--- src/hw/rtl/scps_pkg.sv ---
package scps_pkg;

   localparam int RING_DEPTH_DEFAULT = 16384;

   localparam int SAMPLE_W = 24;
   localparam int CSR_INDEX_W = 3;
   localparam int CSR_DATA_W = 19;

   localparam logic [CSR_INDEX_W-1:0] CSR_SPEED    = 3'd0;
   localparam logic [CSR_INDEX_W-1:0] CSR_WIDTH    = 3'd1;
   localparam logic [CSR_INDEX_W-1:0] CSR_FEEDBACK = 3'd2;
   localparam logic [CSR_INDEX_W-1:0] CSR_TRIM     = 3'd3;
   localparam logic [CSR_INDEX_W-1:0] CSR_WET      = 3'd4;

   localparam logic [18:0] SPEED_RESET    = 19'd65536;
   localparam logic [13:0] WIDTH_RESET    = 14'd168;
   localparam logic [16:0] FEEDBACK_RESET = 17'd0;
   localparam logic [16:0] TRIM_RESET     = 17'd65536;
   localparam logic [16:0] WET_RESET      = 17'd65536;

   localparam logic [16:0] ONE_Q16   = 17'd65536;
   localparam logic [31:0] UNITY_Q24 = 32'd16777216;

   localparam int MAC_A_W = 35;
   localparam int MAC_B_W = 19;
   localparam int MAC_P_W = MAC_A_W + MAC_B_W;
   localparam int MAC_ACC_W = 56;

   localparam int DIV_NUM_W = 58;
   localparam int DIV_DEN_W = 32;

   typedef struct packed {
      logic signed [SAMPLE_W-1:0] in_left;
      logic signed [SAMPLE_W-1:0] in_right;
   } req_type;

   typedef struct packed {
      logic signed [SAMPLE_W-1:0] out_left;
      logic signed [SAMPLE_W-1:0] out_right;
   } rsp_type;

   typedef struct packed {
      logic                      issue;
      logic                      clear;
      logic signed [MAC_A_W-1:0] a;
      logic signed [MAC_B_W-1:0] b;
   } mac_op_type;

   typedef struct packed {
      logic                 start;
      logic [DIV_NUM_W-1:0] num;
      logic [DIV_DEN_W-1:0] den;
   } div_req_type;

   typedef struct packed {
      logic                 done;
      logic [DIV_NUM_W-1:0] quo;
      logic [DIV_DEN_W-1:0] rem;
   } div_rsp_type;

endpackage

--- src/hw/rtl/scps_mac.sv ---
module scps_mac
   import scps_pkg::*;
(
   input  logic                        clock,
   input  logic                        reset,
   input  mac_op_type                  op,
   output logic signed [MAC_ACC_W-1:0] acc
);

   logic signed [MAC_P_W-1:0]   prod_ff;
   logic                        vld_ff;
   logic                        clr_ff;
   logic signed [MAC_ACC_W-1:0] acc_ff;

   always_ff @(posedge clock) begin
      prod_ff <= op.a * op.b;
   end

   always_ff @(posedge clock) begin
      if (reset) begin
         vld_ff <= 1'b0;
         clr_ff <= 1'b0;
         acc_ff <= '0;
      end else begin
         vld_ff <= op.issue;
         clr_ff <= op.clear;
         if (vld_ff) begin
            if (clr_ff) begin
               acc_ff <= MAC_ACC_W'(prod_ff);
            end else begin
               acc_ff <= acc_ff + MAC_ACC_W'(prod_ff);
            end
         end
      end
   end

   assign acc = acc_ff;

endmodule

--- config.mk ---
export PLATFORM = sky130hd
export DESIGN_NAME = scps_mac
export DESIGN_NICKNAME = d
export VERILOG_FILES = /design/src/hw/rtl/scps_pkg.sv /design/src/hw/rtl/scps_mac.sv
export SDC_FILE = /design/constraint.sdc
export NUM_CORES = 2
export LEC_CHECK = 0
export BUFFER_PORTS_ARGS = -buffer_cell sky130_fd_sc_hd__buf_4
export CAP_MARGIN = 15
export CORE_AREA = 3 3 225 227
export DETAILED_ROUTE_END_ITERATION = 10
export DIE_AREA = 0 0 228 230
export PLACE_DENSITY = 0.77
export SLEW_MARGIN = 0
export SYNTH_ARGS = -nofsm -noshare
export SYNTH_HDL_FRONTEND = slang
export SYNTH_SLANG_ARGS = --single-unit
--- constraint.sdc ---
create_clock -name clock -period 17.7 [get_ports clock]
set_input_delay 3.54 -clock clock [delete_from_list [all_inputs] [get_ports clock]]
set_output_delay 3.54 -clock clock [all_outputs]
set_load 0.01 [all_outputs]
# Word-level counts from Yosys, hierarchy flattened
# Cells that the tools add are included.
# op_classes
n_addsub	1
n_mul	1
muxes	1
# ops
operator	n
$add A56 B54 Y56	1
$mux W56	1
$mul A35 B19 Y54	1
# totals
register_bits	112
input_bits	58
word_cells	7

# Logic depth before layout (Yosys ltp)
# logic_depth
depth_word	2
ltp_mapped	28
mapped_depth_nobuf	26

# Worst setup path after synthesis
# Ideal clock, no wire load.
# synth_timing
kind	input-to-reg
start	input op[33] (netlist name)
end	register prod_ff[51]
t_arrival_ns	9.880
t_required_ns	17.568
setup_slack_ns	7.688
stages	23
path_cell_list	clkbuf_1 > clkbuf_1 > nand2_1 > fa_1 > fa_1 > fa_1 > inv_1 > fa_1 > fa_1 > fa_1 > fa_1 > ha_1 > clkbuf_1 > a21oi_1 > o21ai_0 > a221o_1 > and3_1 > o31ai_2 > o21ai_1 > a31o_1 > a31o_2 > a41oi_1 > o311ai_1
# synth_between
elab_chain_len	1
# synth_rtl
item	line	text
from (decl)	scps_mac.sv:6	input mac_op_type op,
$mul A35 B19 Y54	scps_mac.sv:16	prod_ff <= op.a * op.b;
to (signal assigned)	scps_mac.sv:16	
to (decl)	scps_mac.sv:10	logic signed [MAC_P_W-1:0] prod_ff;
# Every way passes these cells.
# A chain may end at the register's enable or synchronous reset.

# Worst setup path in the final report
# layout_timing
start	input op[4] (netlist name)
end	register prod_ff[51]
# The elaborated chain is that of the path after synthesis.

==> key figures <==
Run status
  • Status: finished clean

Run
  • MaxCap Viol Count: 0

Worst setup path
  • Crit end category: flip-flop
  • Crit path top cell by count: fa_1
  • Crit path cell chain: buf_4 -> nand2_1 -> fa_1 -> fa_1 -> fa_1 -> inv_1 -> fa_1 -> fa_1 -> fa_1 -> ha_1 -> ha_1 -> a21o_1 -> a21o_1 -> a221o_1 -> and3_1 -> o31ai_2 -> o21ai_1 -> a31o_1 -> a31o_2 -> nor4_1 -> a41oi_1 -> o311ai_1
  • Crit path kind: in2reg
  • Data arrival, critical path: 10330 ps
  • Max FO, Critical Path: 35
  • WP data required: 17960 ps
  • Slowest cell on the critical path: fa_1
  • Crit path launch type: input port
  • WP buf/inv: 2
  • Crit path largest cell delay: 580 ps
  • Top delay family on crit path: adder cells

Detailed routing
  • Final WL: 74400 um
  • DRC Markers: 0
  • Vias per inst: 5.72
  • Antenna viol nets, final: 0
  • Iteration-0 DRC Markers: 1776
  • WL/cell: 19.1 um
  • Total number of vias: 22300
  • DRT Pass-1 Iters: 7

Yosys
  • Synth async-reset ratio: 0%
  • Yosys reg bits: 112
  • Synth cell count leaders: 642 x fa_1, 613 x inv_1, 422 x nand2_1
  • Mean Syn Cell Area: 8.92 um2
  • Mapped Cells: 3274
  • Post-synth top area share: 44.0%
  • Seq/Total Area, Yosys: 7.68%
  • Count leader, synth: fa_1
  • Top_reg_cell synth: dfxtp_1
  • Post-synth EDFFs: 0
  • Synth area leaders: fa_1 44%, ha_1 8.6%, inv_1 7.9%, dfxtp_1 7.7%, and2_1 6.6%
  • Area leader, netlist: fa_1
  • Synthesized Nets: 4174
  • Mapped Area: 29200 um2
  • Synth unique cells: 82
  • Synthesis warning total: 0

Clock network
  • Num CTS Buffers: 9
  • Later-pin clock latency in the skew report: 370 ps
  • Setup Buffers After CTS: 0
  • Clock H-tree levels: 3
  • CTS sink cnt: 112
  • PostCTS Resize Cnt: 0
  • Cts hold-fix bufs: 0
  • CTS tree: built
  • Reg clk slew, reported paths: 90 ps
  • Root Buffer: clkbuf_16
  • Clk buf depth: 2

GRT
  • Tot GR Track Use: 29.1%
  • Initial antenna violation count: 0
  • First-pass GRT wire length: 123000 um
  • Vias in the first global route: 23900
  • Grt ovf: 0
  • Largest net degree at the start of global routing: 103

STA
  • Fmax: 0.0993 GHz
  • Slew Viols, Final: 0
  • RSZ-0062 raised after global routing: no
  • Final hold violation count: 0
  • Final Skew: 20.7 ps
  • Worst rel slew slack: 33.4%
  • Final setup viols: 0
  • Clock period minus final worst setup slack: 10070 ps
  • Worst Tran Pin Value: 999 ps
  • Final period utilization: 56.9%
  • Setup TNS: 0 ps

Final layout
  • Area occupied by multi-input gates: 24000 um2
  • FF+latch area: 2250 um2
  • Final #Nets: 4132
  • Layout cells sized above 1: 4.91%
  • Antenna fix cells: 0
  • # fillers: 4179
  • Area grow syn2layout: 4.64%

Place
  • I/O Buffers: 113
  • Global placer's final weighted congestion: 0.955
  • Half-perimeter wire length after placement: 60700 um

Die
  • FP Rows: 81
  • Io pins: 114
  • Core ar.: 48800 um2
  • DIE AREA: 52400 um2
  • Die Width: 228 um
  • Die Y: 230 um
  • Initial Util: 59.8%

Min path
  • Hold crit path type: reg2reg
layout make-up:
cell class              count  share of cell area (%)
multi-input cells        2378                    78.5
inverters                 615                    7.55
flip-flops and latches    112                    7.35
repair buffers            116                    2.85
well taps                 664                    2.72
clock buffers              10                   0.749
clock inverters             6                   0.237
final timing paths:
kind                             start              endpoint  slack, ps  depth (start not counted)
setup / recovery                 op[4]   prod_ff[51]$_DFF_P_       7630                         22
hold reg to reg   acc[43]$_SDFFE_PP0P_  acc[43]$_SDFFE_PP0P_        480                          2
hold / removal    acc[43]$_SDFFE_PP0P_  acc[43]$_SDFFE_PP0P_        480                          2
setup reg to reg   acc[0]$_SDFFE_PP0P_  acc[52]$_SDFFE_PP0P_      14160                         14
state kept, by name, indices dropped and copies added (netlist names):
signal and cells:
clr_ff 1, vld_ff 1, prod_ff 54, acc 56
routing by layer:
metal | routed length (um) | up-vias | GRT usage [%]
met5 | 0 | - | 0
met4 | 2120 | 0 | 8.50
met3 | 5650 | 139 | 3.61
met2 | 35900 | 920 | 49.3
met1 | 30800 | 11300 | 39.8
li1 | - | 9951 | -
worst register-to-register path, delay by kind of cell, from the launching register on:
family | cells | cell delay [ps]
AO/OA/AOI/OAI | 7 | 1810
AND/OR/NAND/NOR | 4 | 600
flip-flops | 1 | 400
buffers and inverters | 1 | 60
adder cells (fa/ha/maj) | 2 | 590
placed cells by master (no fill, tap or decap), types with 5 or more instances in the layout:
cell,n
a211oi_1,22
a21o_1,57
a21oi_1,117
a311oi_1,5
a31oi_1,11
a41oi_1,5
and2_1,307
and3_1,15
buf_4,116
clkbuf_16,9
dfxtp_1,110
fa_1,642
ha_1,200
inv_1,613
mux2i_1,5
nand2_1,422
nand2b_1,24
nand3_1,20
nand4_1,21
nor2_1,131
nor2b_1,15
nor3_1,14
nor3b_1,8
o211a_1,6
o211ai_1,38
o21ai_0,89
o21bai_1,22
o22ai_1,5
xnor2_1,63
xor2_1,34
logic make-up after synthesis:
kind of cell | count (synthesis) | share of synthesized area, %
and+or+nand+nor | 997 | 16.7
buffers and inverters | 784 | 10.1
xor gates and xnor gates | 97 | 2.91
adders and majority gates | 842 | 52.6
DFF | 112 | 7.68
muxes | 7 | 0.261
AOI/OAI and AO/OA | 435 | 9.78
per-stage QoR:
stage | hold WS (ps) | setup slack (ps) | util, % | std cells | instance area, um2
floorplan | 456 | 7690 | - | 3274 | 29200
global placement | 468 | 7460 | 61.9 | 3885 | 30300
detailed placement | 472 | 7320 | 61.9 | 3885 | 30300
CTS | 485 | 7690 | 62.6 | 3901 | 30600
global route | 499 | 7310 | 62.6 | 3901 | 30600
finish | 480 | 7630 | 62.6 | 3901 | 30600
Power is left out: the tool's default activity adds up to more than one toggle a clock period on the data nets, which glitch-free logic cannot reach.
