[src/hw/rtl/scps_pkg.sv]
package scps_pkg;

   localparam int RING_DEPTH_DEFAULT = 16384;

   localparam int SAMPLE_W = 24;
   localparam int CSR_INDEX_W = 3;
   localparam int CSR_DATA_W = 19;

   localparam logic [CSR_INDEX_W-1:0] CSR_SPEED    = 3'd0;
   localparam logic [CSR_INDEX_W-1:0] CSR_WIDTH    = 3'd1;
   localparam logic [CSR_INDEX_W-1:0] CSR_FEEDBACK = 3'd2;
   localparam logic [CSR_INDEX_W-1:0] CSR_TRIM     = 3'd3;
   localparam logic [CSR_INDEX_W-1:0] CSR_WET      = 3'd4;

   localparam logic [18:0] SPEED_RESET    = 19'd65536;
   localparam logic [13:0] WIDTH_RESET    = 14'd168;
   localparam logic [16:0] FEEDBACK_RESET = 17'd0;
   localparam logic [16:0] TRIM_RESET     = 17'd65536;
   localparam logic [16:0] WET_RESET      = 17'd65536;

   localparam logic [16:0] ONE_Q16   = 17'd65536;
   localparam logic [31:0] UNITY_Q24 = 32'd16777216;

   localparam int MAC_A_W = 35;
   localparam int MAC_B_W = 19;
   localparam int MAC_P_W = MAC_A_W + MAC_B_W;
   localparam int MAC_ACC_W = 56;

   localparam int DIV_NUM_W = 58;
   localparam int DIV_DEN_W = 32;

   typedef struct packed {
      logic signed [SAMPLE_W-1:0] in_left;
      logic signed [SAMPLE_W-1:0] in_right;
   } req_type;

   typedef struct packed {
      logic signed [SAMPLE_W-1:0] out_left;
      logic signed [SAMPLE_W-1:0] out_right;
   } rsp_type;

   typedef struct packed {
      logic                      issue;
      logic                      clear;
      logic signed [MAC_A_W-1:0] a;
      logic signed [MAC_B_W-1:0] b;
   } mac_op_type;

   typedef struct packed {
      logic                 start;
      logic [DIV_NUM_W-1:0] num;
      logic [DIV_DEN_W-1:0] den;
   } div_req_type;

   typedef struct packed {
      logic                 done;
      logic [DIV_NUM_W-1:0] quo;
      logic [DIV_DEN_W-1:0] rem;
   } div_rsp_type;

endpackage

[src/hw/rtl/scps_div.sv]
module scps_div
   import scps_pkg::*;
(
   input  logic        clock,
   input  logic        reset,
   input  div_req_type req,
   output div_rsp_type rsp
);

   localparam int CNT_W = $clog2(DIV_NUM_W + 1);

   logic [DIV_NUM_W-1:0] quo_ff;
   logic [DIV_DEN_W-1:0] rem_ff;
   logic [DIV_DEN_W-1:0] den_ff;
   logic [CNT_W-1:0]     cnt_ff;
   logic                 busy_ff;
   logic                 done_ff;
   logic [DIV_DEN_W:0]   trial;
   logic                 fits;

   // One quotient bit per cycle, restoring form.
   assign trial = {rem_ff, quo_ff[DIV_NUM_W-1]};
   assign fits  = trial >= {1'b0, den_ff};

   always_ff @(posedge clock) begin
      if (req.start) begin
         quo_ff <= req.num;
         rem_ff <= '0;
         den_ff <= req.den;
      end else if (busy_ff) begin
         quo_ff <= {quo_ff[DIV_NUM_W-2:0], fits};
         if (fits) begin
            rem_ff <= DIV_DEN_W'(trial - {1'b0, den_ff});
         end else begin
            rem_ff <= trial[DIV_DEN_W-1:0];
         end
      end
   end

   always_ff @(posedge clock) begin
      if (reset) begin
         busy_ff <= 1'b0;
         done_ff <= 1'b0;
         cnt_ff  <= '0;
      end else begin
         done_ff <= 1'b0;
         if (req.start) begin
            busy_ff <= 1'b1;
            cnt_ff  <= CNT_W'(DIV_NUM_W);
         end else if (busy_ff) begin
            cnt_ff <= cnt_ff - 1'b1;
            if (cnt_ff == CNT_W'(1)) begin
               busy_ff <= 1'b0;
               done_ff <= 1'b1;
            end
         end
      end
   end

   assign rsp.done = done_ff;
   assign rsp.quo  = quo_ff;
   assign rsp.rem  = rem_ff;

endmodule

[config.mk]
export PLATFORM = sky130hd
export DESIGN_NAME = scps_div
export DESIGN_NICKNAME = d
export VERILOG_FILES = /design/src/hw/rtl/scps_pkg.sv /design/src/hw/rtl/scps_div.sv
export SDC_FILE = /design/constraint.sdc
export NUM_CORES = 1
export LEC_CHECK = 0
export BUFFER_PORTS_ARGS = -buffer_cell sky130_fd_sc_hd__buf_2
export CAP_MARGIN = 20
export CORE_MARGIN = 2
export CORE_UTILIZATION = 53
export DETAILED_ROUTE_END_ITERATION = 6
export GPL_TIMING_DRIVEN = 0
export PLACE_DENSITY = 0.8
export SLEW_MARGIN = 20
export SYNTH_ARGS = -nofsm -noshare
export SYNTH_HDL_FRONTEND = slang
export SYNTH_SLANG_ARGS = --single-unit
[constraint.sdc]
create_clock -name clock -period 4 [get_ports clock]
set_clock_uncertainty 0.15 [all_clocks]
set_input_delay 1 -clock clock [delete_from_list [all_inputs] [get_ports clock]]
set_output_delay 1 -clock clock [all_outputs]
set_load 0.1 [all_outputs]
### Word-level counts from Yosys, hierarchy flattened

Cells that the tools add are included.

* magnitude comparators: 1
* add/sub/neg operators: 2
* mux-type cells: 9
* reduce and logical (&&, ||, !) cells: 3
* bitwise operators: 1
* eq/ne operators: 1

Operators with widths (number)
* 58-bit 2-to-1 mux: 2
* 33-bit by 32-bit greater-or-equal comparator with 1-bit output: 1
* 32-bit 2-to-1 mux: 1
* 32-bit subtractor: 1
* 6-bit 2-to-1 mux: 2
* 6-bit by 1-bit == test with 1-bit output, second input constant: 1
* 6-bit by 1-bit subtractor with 6-bit output, second input constant: 1
* 1-bit 2-to-1 mux: 4
* 3-bit OR reduction: 1
* 2-bit nonzero test: 1
* 2-bit OR reduction: 1
* 1-bit NOT: 1

* flip-flop bits (word level): 130
* word-level logic and storage cells: 24
* input bits: 93
* output and inout port bits: 91

### Logic depth before layout (Yosys ltp)

Gate-level depths: netlist of run 1.

* depth in word-level cells: 4
* mapped depth: 14
* gate-level depth less buffers: 12

### Worst setup path before layout of run 1

Ideal clock, no wire load.

* path kind: register -> register
* from: reg quo_ff[57]
* to: reg rem_ff[30]
* period minus slack after synthesis: 3.438 ns
* data required time: 3.732 ns
* path slack: 0.562 ns
* data arrival time: 3.170 ns
* cell stages (with the launch flop): 13
* library setup time: 0.118 ns
* path buffers: 0
* cells stage by stage: edfxtp_1 inv_1 ha_1 fa_1 nand2b_1 a211oi_1 o2111ai_1 nand2_1 a311oi_1 o21ai_0 nand2_1 a211o_1 a22o_1

* longest elaborated chain between the ends: 2
* elaborated cells on any way between the ends: 3
* those cells by class: 1 x add/sub; 1 x order compare; 1 x mux

RTL lines
* start: declaration: RTL line scps_div.sv:12 `logic [DIV_NUM_W-1:0] quo_ff;`
* start signal: assignment: RTL line scps_div.sv:27 `quo_ff <= req.num;`
* start signal: assignment: RTL line scps_div.sv:31 `quo_ff <= {quo_ff[DIV_NUM_W-2:0], fits};`
* 32-bit subtractor or 33-bit by 32-bit greater-or-equal comparator with 1-bit output (tied branches): RTL line scps_div.sv:33, scps_div.sv:23
* 32-bit 2-to-1 mux (*): RTL line scps_div.sv:32 `if (fits) begin`
* end signal: assignment: RTL line scps_div.sv:33 `rem_ff <= DIV_DEN_W'(trial - {1'b0, den_ff});`
* end signal: assignment: RTL line scps_div.sv:35 `rem_ff <= trial[DIV_DEN_W-1:0];`
* end: declaration: RTL line scps_div.sv:13 `logic [DIV_DEN_W-1:0] rem_ff;`

Mark *: on every way between the ends. The rest lies on a longest branch, timed or not.
A chain may end at the register's enable or synchronous reset.

### Final worst setup path of run 1

Same ends and word-level chain as after synthesis.

==> metrics.md, run 1 <==
| Metric | Value |
|---|---|
| Req. time, crit path | `around 4200 ps` |
| Synth Flop Type | `edfxtp_1` |
| Routed wire length | `around 18 mm` |
| Reg area | `3500 um2` |
| R2R Setup Slk | `690 ps` |
| CTS buffer count | `17` |
| CP Class | `reg -> reg` |
| Core region area | `between 10000 and 15000 um2` |
| Dpl cell area | `8090 um2` |
| Ranking of synthesized cells by area | `edfxtp_1, dfxtp_1, mux2_2` |
| CP Max Fanout | `4` |
| Fraction of registers with async set or reset after synthesis | `0%` |
| Final Hold Fails | `0` |
| CTS Sinks | `130` |
| Final HPWL DP | `13.2 mm` |
| CTS tree | `done` |
| Cells after synthesis | `623` |
| Status | `finished clean` |
| Syn Nets | `751` |
| Layout cells sized above 1 | `a little over a third` |
| Root Driver | `clkbuf_16` |
| Vias | `between 5k and 6k` |
| Mapped Area | `6950 um2` |
| Worst Path Arrival | `3470 ps` |
| Drt drc | `0` |
| Die width | `118 um` |
| Dpl ws | `approximately 270 ps` |
| Worst vdd ir | `0.465 mV` |
| Final non-filler cell area | `between 8000 and 9000 um2` |
| # Post-CTS Setup Buffers | `0` |
| Yosys reg bits | `130` |
| Final Critical Period | `~3300 ps` |
| Area leader, netlist | `edfxtp_1` |
| Total global routing overflow | `0` |
| 1st-iter DRT viols | `380` |
| Finished Layout Cells | `1012` |
| RSZ-0062 raised after global routing | `false` |
| Clk buf depth | `2` |
| First-pass GRT wire length | `28.4 mm` |
| Leakage | `3.82 nW` |
| Warnings from Yosys | `0` |
| Initial antenna violation count | `3` |
| Setup TNS | `0 ps` |
| Largest net degree at the start of global routing | `36` |
| DRT antenna net count | `0` |
| Most frequent cells in the layout | `buf_2, edfxtp_1, nor2_1` |
| Power Total | `4.79 mW` |
| Setup crit end kind | `register` |
| Worst slew pin tran | `858 ps` |
| Multi-input logic area | `3130 um2` |
| Cell variety after synth | `54` |
| Starting density of the core | `54.6%` |
| Post-placement cell count | `978` |
| Fmax achieved | `0.302 GHz` |
| Rows | `41` |
| Die Ht | `118 um` |
| Number of global-route vias before repair | `5668` |
| IO Pins | `between 150 and 200` |
| Htree depth | `4` |
| Wirelength per Cell | `around 17 um` |
| Filler cell count | `980` |
| Share of the synthesized area in the top cell type | `38.9%` |
| All-Layer GR Usage | `25.9%` |
| Cts hold-fix bufs | `0` |
| CP Launch Type | `register` |
| DR vias/cell | `5.52` |
| GP Congestion | `0.912` |
| Power Dens Cells | `550 nW/um2` |
| Final setup viols | `0` |
| Fin crit share | `82.7%` |
| Max-Cap Viols | `0` |
| Slew headroom | `42.8%` |
| Final worst slack | `around 690 ps` |
| Port buffer count | `roughly 180` |
| Most common cell after layout, fill and taps aside | `buf_2` |
| Final max-slew violation count | `0` |
| Area growth, synth to finish | `25.3%` |
| Clk pin slew, worst setup/hold paths | `60 ps` |
| PostCTS Resize Cnt | `0` |
| Post-synth EDFFs | `90` |
| Pre-Repair DR Iteration Count | `7` |
| Hold Crit Class | `reg -> reg` |
| Clk_lat worst skew | `between 400 and 500 ps` |
| Die area | `about 14000 um2` |
| # nets final | `953` |
| Avg Inst Size Synth | `11.1 um2` |
| Seq/Total Area, Yosys | `50.4%` |
## path summary, 6_finish.rpt
kind,startpoint,cells past startpoint,to
worst max-delay path,quo_ff[57],12,rem_ff[30]
worst min-delay path,rem_ff[26],2,rem_ff[26]
worst max register to register,quo_ff[57],12,rem_ff[30]
worst min register to register,rem_ff[26],2,rem_ff[26]
## worst max-delay path: stages (launching register included)
cell and delay, ps:
edfxtp_1 430, inv_1 80, ha_1 230, fa_1 400
nand2b_1 180, a211oi_1 300, o2111ai_1 140, nand2_1 200
a311oi_1 190, o21ai_0 330, nand2_1 110, a211o_1 270
a22o_1 180
## metal layers
metal	up-vias	GRT usage (%)	wire, um
li1	2681	-	-
met1	2618	29.4	6930
met2	241	44.8	8790
met3	41	8.88	1510
met4	6	10.4	402
met5	-	0	56
## cells by family (layout without fill, tap and decap cells)
kind of cell	after synthesis	in the layout	synth area share, %
simple gates	150	150	9.75
compound gates	136	136	14.0
flops	130	130	50.4
buf+inv	72	287	4.47
mux	70	70	11.1
fa+ha+maj	35	35	6.41
xor+xnor	30	30	3.78
other cells	0	2	0
## power breakdown
group / internal [mW] / switching, mW
Clock: 0.989 / 0.619
Sequential: 1.59 / 0.0830
Combinational: 0.386 / 1.12
## area by class of cell
type,count,share of cell area (%)
tap,172,2.47
sequential,130,40.3
antenna,2,0.0575
multi-input combinational,421,36.0
clock buffer,18,4.93
clock inverter,14,2.04
inverter,45,1.94
timing repair buffer,183,10.7
buffer,27,1.62
## sequential cells by signal, summed over array words and instances, names as in the netlist
name	count
quo_ff	58
den_ff	32
rem_ff	32
cnt_ff	6
busy_ff	1
done_ff	1
## cell usage after synthesis, types with 11 or more instances
| cell type | number |
|---|---|
| a211oi_1 | 14 |
| a211oi_2 | 11 |
| a21oi_1 | 53 |
| clkbuf_1 | 17 |
| dfxtp_1 | 40 |
| edfxtp_1 | 90 |
| ha_1 | 34 |
| inv_1 | 45 |
| mux2_2 | 57 |
| mux2i_1 | 13 |
| nand2_1 | 31 |
| nor2_1 | 72 |
| o21ai_0 | 13 |
| xnor2_1 | 17 |
| xor2_1 | 13 |
## through the flow
step,utilization (%),hold WS [ps]
floorplan,-,379
global placement,63.4,346
detailed placement,63.6,354
CTS,68.4,361
global route,68.4,403
finish,68.4,368
No activity file was read; power rests on OpenSTA's default activity.
==> inputs of run 2 (changes only) <==
--- a/config.mk
+++ b/config.mk
@@ -5,13 +5,14 @@
 export SDC_FILE = /design/constraint.sdc
 export NUM_CORES = 1
 export LEC_CHECK = 0
+export ABC_AREA = 1
 export BUFFER_PORTS_ARGS = -buffer_cell sky130_fd_sc_hd__buf_2
 export CAP_MARGIN = 20
 export CORE_MARGIN = 2
-export CORE_UTILIZATION = 53
+export CORE_UTILIZATION = 55
 export DETAILED_ROUTE_END_ITERATION = 6
 export GPL_TIMING_DRIVEN = 0
-export PLACE_DENSITY = 0.8
+export PLACE_DENSITY = 0.81
 export SLEW_MARGIN = 20
 export SYNTH_ARGS = -nofsm -noshare
 export SYNTH_HDL_FRONTEND = slang
==> constraint.sdc (replaced) <==
create_clock -name clock -period 3.32 [get_ports clock]
set_clock_uncertainty 0.15 [all_clocks]
set_input_delay 0.83 -clock clock [delete_from_list [all_inputs] [get_ports clock]]
set_output_delay 0.83 -clock clock [all_outputs]
set_load 0.1 [all_outputs]
==> metrics.md, run 2 <==
| Metric | Value |
|---|---|
| Fraction of registers with async set or reset after synthesis | `0% (unchanged)` |
| Max incr delay on CP | `640 ps (+210 ps)` |
| Worst vdd ir | `0.394 mV (-15%)` |
| RSZ-0062 raised after global routing | `false` |
| Rows | `44 (+7.3%)` |
| Max-Cap Viols | `0 (unchanged)` |
| CP Max Fanout | `37 (+33)` |
| PostCTS Resize Cnt | `0 (unchanged)` |
| Largest net degree at the start of global routing | `38 (+5.6%)` |
| Leakage | `5.39 nW (+41%)` |
| DR vias/cell | `5.04 (-8.7%)` |
| Combinational share of power | `21.1% (-10 points)` |
| Area growth, synth to finish | `22.1%` |
| Setup crit end kind | `register` |
| Clk pin slew, worst setup/hold paths | `60 ps (about the same)` |
| Seq/Total Area, Yosys | `43.7% (-6.8 points)` |
| Die width | `125 um (+5.3%)` |
| Worst Path Buf+Inv | `5 (+4)` |
| Avg Inst Size Synth | `7.19 um2 (-36%)` |
| Filler cell count | `1267 (+29%)` |
| Final HPWL DP | `17.0 mm (+29%)` |
| Final setup viols | `0 (unchanged)` |
| Most common cell in the netlist | `nand2_1` |
| Pre-Repair DR Iteration Count | `5 (-2)` |
| Vias | `7636 (+37%)` |
| Power Dens Cells | `506 nW/um2 (-8.0%)` |
| Internal power | `3.27 mW (+10%)` |
| Dpl ws | `-310 ps (-577 ps)` |
| First-pass GRT wire length | `36.2 mm (+27%)` |
| 1st-iter DRT viols | `485 (+28%)` |
| Dpl cell area | `9180 um2 (+13%)` |
| Worst hold path startpoint | `rem_ff[14]` |
| Hold Crit Class | `reg -> reg` |
| Starting density of the core | `55.8% (+1.2 points)` |
| Power Total | `4.95 mW (+3.5%)` |
| Most common cell after layout, fill and taps aside | `nand2_1` |
| Core region area | `14400 um2 (+13%)` |
| Syn Nets | `1244 (+66%)` |
| Post-synth EDFFs | `90 (unchanged)` |
| Area leader, netlist | `edfxtp_1` |
| Final Critical Period | `3160 ps` |
| Crit Reg-Reg Endpoint | `rem_ff[12]` |
| All-Layer GR Usage | `29.4% (+3.5 points)` |
| Final max-slew violation count | `0 (unchanged)` |
| Synth Flop Type | `edfxtp_1` |
| Drt drc | `0 (unchanged)` |
| CP Launch Type | `input port` |
| Synth cell count leaders | `nand2_1, inv_1, edfxtp_1` |
| Fin crit share | `95.3%` |
| Number of global-route vias before repair | `7466 (+32%)` |
| CP max stage cell | `buf_2` |
| R2R depth | `15 (+3)` |
| IO Pins | `184 (unchanged)` |
| Htree depth | `4 (unchanged)` |
| Cells after synthesis | `1116 (+79%)` |
| Port buffer count | `182 (unchanged)` |
| Hold Path End | `rem_ff[14]` |
| Layout cells sized above 1 | `18.6% (-17 points)` |
| GP Congestion | `0.989 (+8.5%)` |
| Clk pwr share | `39.9% (+6.3 points)` |
| Worst Path Arrival | `3140 ps (-330 ps)` |
| Cts hold-fix bufs | `0 (unchanged)` |
| Ranking of synthesized cells by area | `edfxtp_1, nand2_1, dfxtp_1` |
| Die area | `15600 um2 (+11%)` |
| Diodes inserted | `0 (-2)` |
| CTS buffer count | `17 (unchanged)` |
| Worst slew pin tran | `838 ps (-19.5 ps)` |
| R2R Setup Slk | `720 ps (+30 ps)` |
| Cell variety after synth | `35 (-35%)` |
| Clk_lat worst skew | `440 ps (about the same)` |
| Wirelength per Cell | `14.7 um (-16%)` |
| Flop pwr share | `39.0% (+4.1 points)` |
| CP Class | `in -> reg` |
| Largest register FFs | `58 (unchanged)` |
| Final non-filler cell area | `9790 um2 (+13%)` |
| Regs by FF count | `quo_ff: 58 flops, den_ff: 32 flops, rem_ff: 32 flops` |
| CTS Sinks | `130 (unchanged)` |
| Biggest register | `quo_ff` |
| Worst R2R Start | `den_ff[7]` |
| Root Driver | `clkbuf_16` |
| Final worst slack | `157 ps (-533 ps)` |
| Total global routing overflow | `0 (unchanged)` |
| CTS tree | `done` |
| Warnings from Yosys | `0 (unchanged)` |
| # nets final | `1446 (+52%)` |
| Clk buf depth | `2 (unchanged)` |
| Fmax achieved | `between 0.3 and 0.4 GHz` |
| # Post-CTS Setup Buffers | `0 (unchanged)` |
| Final Hold Fails | `0 (unchanged)` |
| WHS Path Cells | `2 (unchanged)` |
| Initial antenna violation count | `0 (-3)` |
| Most frequent cells in the layout | `nand2_1, inv_1, buf_2` |
| Crit-path cells | `buf_2, clkbuf_1, nor2_1, inv_1, clkbuf_4, buf_12` |
| Switching part of the total | `34.0% (-4.1 points)` |
| Die Ht | `125 um (+5.3%)` |
| Mapped Area | `8020 um2 (+15%)` |
| Slew headroom | `44.1% (+1.3 points)` |
| Share of the synthesized area in the top cell type | `33.7% (-5.2 points)` |
| Req. time, crit path | `3290 ps (-870 ps)` |
| Switching pwr | `1.68 mW (-7.7%)` |
| Yosys reg bits | `130 (unchanged)` |
| Critical Path Stages | `6 (-6)` |
| Routed wire length | `22.2 mm (+26%)` |
| Top delay family on crit path | `buffers and inverters` |
| DRT antenna net count | `0 (unchanged)` |
| Status | `finished clean` |
-- run 2: cell count changes after synthesis, sizes merged, moves of 16 or more --
cell | previous run | this run
a211oi | 25 | 0
a21oi | 53 | 20
inv | 45 | 190
mux2 | 57 | 0
nand2 | 31 | 492
nand3 | 7 | 87
nor2 | 72 | 56
-- run 2: layer usage --
layer	part of all wire, %	track usage, %	up-vias
met4	2.2	9.25	0
met5	0	0	-
li1	-	-	3890
met2	49	50.4	251
met3	6.9	8.85	39
met1	42	35.6	3456
-- run 2: layout make-up --
| class | instances | area [um2] | share of cell area, % |
|---|---|---|---|
| flip-flops and latches | 130 | 3500 | 35.8 |
| repair buffers | 183 | 931 | 9.51 |
| clock buffers | 19 | 433 | 4.42 |
| well taps | 184 | 230 | 2.35 |
| inverters | 190 | 713 | 7.28 |
| multi-input cells | 766 | 3630 | 37.1 |
| clock inverters | 13 | 176 | 1.80 |
| plain buffers | 30 | 173 | 1.76 |
-- run 2: logic make-up after synthesis --
logic type | count (synthesis) | synth area share, %
and+or+nand+nor | 671 | 35.0
buffers and inverters | 220 | 11.0
DFF | 130 | 43.7
AOI/OAI and AO/OA | 45 | 3.14
adders and majority gates | 35 | 5.55
xor gates and xnor gates | 15 | 1.64
-- run 2: through the flow --
step | hold WS [ps] | instances | setup TNS [ps] | utilization, %
3_5_place_dp | 328 | 1483 | -12650 | 63.9
6_report | 335 | 1515 | 0 | 68.2
3_3_place_gp | 312 | 1482 | -57270 | 63.8
2_1_floorplan | 304 | 1116 | 0 | -
5_1_grt | 345 | 1515 | 0 | 68.2
4_1_cts | 336 | 1515 | 0 | 68.2
-- run 2: worst reg2reg max path: cells and delay by family, from the launching register on --
kind | cells | cell delay [ps]
flip-flops | 1 | 360
adder cells (fa/ha/maj) | 1 | 280
buffers and inverters | 4 | 530
AO/OA/AOI/OAI | 1 | 70
AND/OR/NAND/NOR | 9 | 1100
-- run 2: worst max path at each step --
| stage | end | startpoint | slack (ps) |
|---|---|---|---|
| 4_1_cts | quo_ff[52] | req[90] | 140 |
| 3_3_place_gp | quo_ff[51] | req[90] | -880 |
| 2_1_floorplan | rem_ff[24] | quo_ff[57] | 510 |
| 3_5_place_dp | quo_ff[51] | req[90] | -310 |
| 6_report | quo_ff[49] | req[90] | 160 |
| 5_1_grt | quo_ff[52] | req[90] | 0.9 |
-- run 2: power by group through the flow --
stage	logic (mW)	clock network [mW]	registers, mW
final	1.05	1.98	1.93
after global routing	1.11	2.08	1.94
after CTS	1.05	1.99	1.93
after detailed placement	1.04	0	1.96
after global placement	1.03	0	1.96
after floorplan	0.275	0	2.50
